`config.mk`:
```
export PLATFORM = sky130hd
export DESIGN_NAME = mmbd_decode
export DESIGN_NICKNAME = d
export VERILOG_FILES = /design/src/design/mmbd_pkg.sv /design/src/design/mmbd_decode.sv
export SDC_FILE = /design/constraint.sdc
export NUM_CORES = 1
export LEC_CHECK = 0
export BUFFER_PORTS_ARGS = -buffer_cell sky130_fd_sc_hd__buf_2
export CAP_MARGIN = 20
export CORE_ASPECT_RATIO = 1.25
export CORE_MARGIN = 1.5
export CORE_UTILIZATION = 35
export DETAILED_ROUTE_END_ITERATION = 12
export PLACE_DENSITY = 0.9
export SYNTH_ARGS = -nofsm -noshare
export SYNTH_HDL_FRONTEND = slang
export SYNTH_SLANG_ARGS = --single-unit
```
`constraint.sdc`:
```
create_clock -name vclk -period 2.2
set_input_delay 0.44 -clock vclk [all_inputs]
set_output_delay 0.44 -clock vclk [all_outputs]
set_load 0.03 [all_outputs]
```
`src/design/mmbd_pkg.sv`:
```
// Shared codes, constants and types for the memory map bus decoder.
package mmbd_pkg;

  // Operation codes; the unused code performs no access.
  localparam logic [1:0] OP_READ  = 2'd0;
  localparam logic [1:0] OP_WRITE = 2'd1;
  localparam logic [1:0] OP_LOAD  = 2'd2;

  // Access size codes; any other code is a word access.
  localparam logic [1:0] SIZE_BYTE = 2'd0;
  localparam logic [1:0] SIZE_HALF = 2'd1;

  // Cartridge image store.
  localparam int unsigned  ROM_AW          = 20;
  localparam logic [31:0]  ROM_STORE_BYTES = 32'h0010_0000;
  localparam int unsigned  ROM_LEN_W       = 21;

  // Byte returned for cartridge bytes past the loaded image.
  localparam logic [7:0]   BYTE_FF         = 8'hFF;

  // Window decode of one bus address.
  typedef struct packed {
    logic video;
    logic video_lane;
    logic rom;
    logic rom_ok;
    logic work;
  } mmbd_hit_t;

endpackage

```
`src/design/mmbd_decode.sv`:
```
// Address window decoder: video RAM, cartridge ROM and work RAM hits and offsets.
module mmbd_decode import mmbd_pkg::*; #(
  parameter logic [31:0] VIDEO_BASE       = 32'h0600_0000,
  parameter logic [31:0] VIDEO_BYTES      = 32'h0001_8000,
  parameter logic [31:0] ROM_WINDOW_BASE  = 32'h0800_0000,
  parameter logic [31:0] ROM_WINDOW_BYTES = 32'h0010_0000,
  parameter logic [31:0] WORK_BASE        = 32'h0200_0000,
  parameter logic [31:0] WORK_BYTES       = 32'h0004_0000,
  parameter int unsigned VID_AW           = 16,
  parameter int unsigned WORK_AW          = 18
) (
  input  logic [31:0]          addr_i,
  input  logic [ROM_LEN_W-1:0] rom_length_i,
  output mmbd_hit_t            hit_o,
  output logic [VID_AW-1:0]    vid_idx_o,
  output logic [ROM_AW-1:0]    rom_off_o,
  output logic [WORK_AW-1:0]   work_off_o
);

  logic [32:0] vid_diff;
  logic [32:0] rom_diff;
  logic [32:0] work_diff;

  // Offset into each window; the top bit flags an address below the base
  assign vid_diff  = {1'b0, addr_i} - {1'b0, VIDEO_BASE};
  assign rom_diff  = {1'b0, addr_i} - {1'b0, ROM_WINDOW_BASE};
  assign work_diff = {1'b0, addr_i} - {1'b0, WORK_BASE};

  // Flag hits and the cartridge bytes that hold loaded image data
  always_comb begin
    hit_o.video      = !vid_diff[32] && (vid_diff[31:0] < VIDEO_BYTES);
    hit_o.video_lane = vid_diff[0];
    hit_o.rom        = !rom_diff[32] && (rom_diff[31:0] < ROM_WINDOW_BYTES);
    hit_o.rom_ok     = (rom_diff[31:0] < {11'b0, rom_length_i}) &&
                       (rom_diff[31:0] < ROM_STORE_BYTES);
    hit_o.work       = !work_diff[32] && (work_diff[31:0] < WORK_BYTES);
  end

  // Halfword index into video RAM drops the lane bit
  assign vid_idx_o  = vid_diff[VID_AW:1];
  assign rom_off_o  = rom_diff[ROM_AW-1:0];
  assign work_off_o = work_diff[WORK_AW-1:0];

endmodule

```
==> summary.md <==
| Metric | Value |
|---|---|
| Status | finished clean |
| Hold path start | addr_i[9] |
| Worst slew pin tran | 270 ps |
| Pint | roughly 0.18 mW |
| Core Util, Final | between 60 and 70% |
| XOR/XNOR Fraction of Synth Area | 1.56% |
| FILL cells | 295 |
| Placed cell count | 276 |
| Leak Pwr | 1.03 nW |
| Global route total overflow | 0 |
| Synth Net Count | ~240 |
| Via count | 1308 |
| Most frequent cells in the layout | buf_2 (104), buf_4 (30), inv_1 (19) |
| DRC errors left | 0 |
| Post-synth cell types | 26 |
| Final setup vio count | 0 |
| Hold buffers post-CTS | 0 |
| Setup CP Type | primary input to output port |
| Syn Area/Cell | slightly above 7 µm² |
| Critical Path Slowest Stage Cell | ha_4 |
| N_diodes | 0 |
| Worst EP arrival | 1720 ps |
| Hold slack final | 1150 ps |
| Simple-gate portion of the synthesized area | 13.2% |
| CORE AREA | between 3000 and 4000 µm² |
| Cell area after synthesis | 1120 µm² |
| Power Density | 237 nW/µm² |
| Hold Crit Depth | 2 |
| First-pass GRT wire length | 4.44 mm |
| Layout cell share with drive strength beyond 1 | 72.4% |
| Dpl hpwl | 2.60 mm |
| Hold crit path type | primary input to output port |
| Switching share of power | 58.2% |
| Worst-path cell chain | buf_2 > ha_4 > a21oi_2 > o21ai_2 > a221oi_2 > nor2_1 > a211oi_2 > buf_4 |
| Vias in the first global route | 1147 |
| Final slew viol count | 0 |
| Layout area overhead | 61.4% |
| WL per Instance | 11.2 µm |
| Most common cell after layout, fill and taps aside | buf_2 |
| Setup ws final | between 30 and 40 ps |
| Rel. slew slack | 81.9% |
| Element type at the critical path end | output port |
| Post-synthesis adder-cell area fraction | 25.6% |
| Largest net degree at the start of global routing | 6 |
| Synth Area in Compound Gates | ~14% |
| FP Rows | 22 |
| Initial cell density of the core | 37.4% |
| Initial antenna violation count | 0 |
| Crit-path max FO | 2 |
| Sequential Power Share | 0% |
| Critical path launch point | addr_i[11] |
| Port Buffer Count | 112 |
| Die footprint | between 3000 and 4000 µm² |
| I/O pin total | 112 |
| Total track usage | 15.9% |
| Final wirelength | 3.11 mm |
| Mapped Cells | 159 |
| Initial DRC count | 3 |
| NumNets Final | 321 |
| Worst path max stage delay | 240 ps |
| Via density | 4.69 |
| Dpl ws | -171 ps |
| Largest family of logic cells by synthesized area | buffers and inverters |
| RSZ-0062 raised after global routing | yes |
| Ys Warns | 0 |
| Switch Pwr | 0.250 mW |
| VDD IR max | 0.000128 V |
| Total power | 0.429 mW |
| Reg area | 0 µm² |
| Die height | 66.3 µm |
| Seq/Total Area, Yosys | 0% |
| Placer Congestion | 0.813 |
| Final Critical Period | approximately 2200 ps |
| Num sequential | 0 |
| Max Clk Rate | 463 MHz |
| Antenna violation net count after detailed routing | 0 |
| Post-synthesis mux area share | 0% |
| Clock share of power | 0% |
| Startpoint Class | primary input |
| Max-Cap Viols | 0 |
| Die width | 53.7 µm |
| TritonRoute pass-1 iters | 3 |
| Final Non-Filler Cells | 279 |
| Clock buffers | 0 |
| Part of the power in combinational logic | 100.0% |
| WP data required | 1760 ps |
| Fin. Hold Viols | 0 |
| Post-route clock period utilization | 98.2% |
[final timing paths]
check	to	slack, ps
setup / recovery	hit_o[1]	40
hold / removal	rom_off_o[9]	1150
[synth_stat cells]
| master | instances | area share [%] |
|---|---|---|
| nand2_1 | 8 | 2.7 |
| o21a_1 | 1 | 0.67 |
| a21o_1 | 1 | 0.67 |
| inv_1 | 25 | 8.4 |
| o21ai_0 | 5 | 2.2 |
| nand4b_1 | 1 | 0.78 |
| and4_1 | 1 | 0.78 |
| nand2b_1 | 1 | 0.56 |
| and3_1 | 1 | 0.56 |
| o211ai_1 | 1 | 0.67 |
| a211oi_1 | 4 | 2.7 |
| buf_4 | 55 | 37 |
| nor4_1 | 3 | 1.7 |
| o31ai_1 | 1 | 0.67 |
| a41oi_1 | 1 | 0.78 |
| nor3_1 | 4 | 1.8 |
| a221oi_1 | 1 | 0.78 |
| nor2_1 | 5 | 1.7 |
| ha_1 | 23 | 26 |
| a2111oi_0 | 1 | 0.78 |
| nand3_1 | 3 | 1.3 |
| a2111o_1 | 1 | 1.0 |
| or4_1 | 1 | 0.67 |
| xnor2_1 | 2 | 1.6 |
| nand3b_1 | 1 | 0.67 |
| a21oi_1 | 8 | 3.6 |
[cells by family (layout without fill, tap and decap cells)]
| group | after synthesis | in the layout |
|---|---|---|
| buffers and inverters | 80 | 164 |
| xor gates and xnor gates | 2 | 2 |
| adders and majority gates | 23 | 23 |
| and+or+nand+nor | 29 | 29 |
| AOI/OAI and AO/OA | 25 | 25 |
[area by class of cell]
class	instances	area [µm²]	share of cell area [%]
multi-input cells	79	866	47.8
well taps	36	45.0	2.49
inverters	25	98.8	5.46
repair buffers	139	802	44.3
[power by group through the flow]
stage / clock network, mW / logic (mW) / registers [mW]
CTS: 0 / 0.391 / 0
global route: 0 / 0.470 / 0
global placement: 0 / 0.357 / 0
floorplan: 0 / 0.273 / 0
detailed placement: 0 / 0.365 / 0
finish: 0 / 0.429 / 0
[metal layers]
layer / GRT usage [%] / part of all wire, % / vias up
met5: 0 / 0 / -
met4: 0 / 0 / 0
met3: 0.905 / 7.7 / 0
met2: 36.1 / 59 / 65
met1: 15.1 / 33 / 594
li1: - / - / 649
[worst max-delay path, delay by kind of cell]
kind,cells,cell delay (ps)
buffers and inverters,2,310
AO/OA/AOI/OAI,4,650
adder cells (fa/ha/maj),1,240
AND/OR/NAND/NOR,1,80
[stage by stage]
| step | setup TNS, ps | area (µm²) |
|---|---|---|
| 6_report | 0 | 1810 |
| 5_1_grt | -63.5 | 1810 |
| 4_1_cts | 0 | 1670 |
| 3_5_place_dp | -347 | 1540 |
| 3_3_place_gp | -312 | 1540 |
| 2_1_floorplan | -135 | 1160 |
[repair_timing]
item,4_1_cts,5_1_grt
gates resized for setup,21,30
endpoints found under the setup margin,3,3
setup buffers,2,1
pin swaps,16,16
Note: power is estimated with default switching activity, not from simulation.
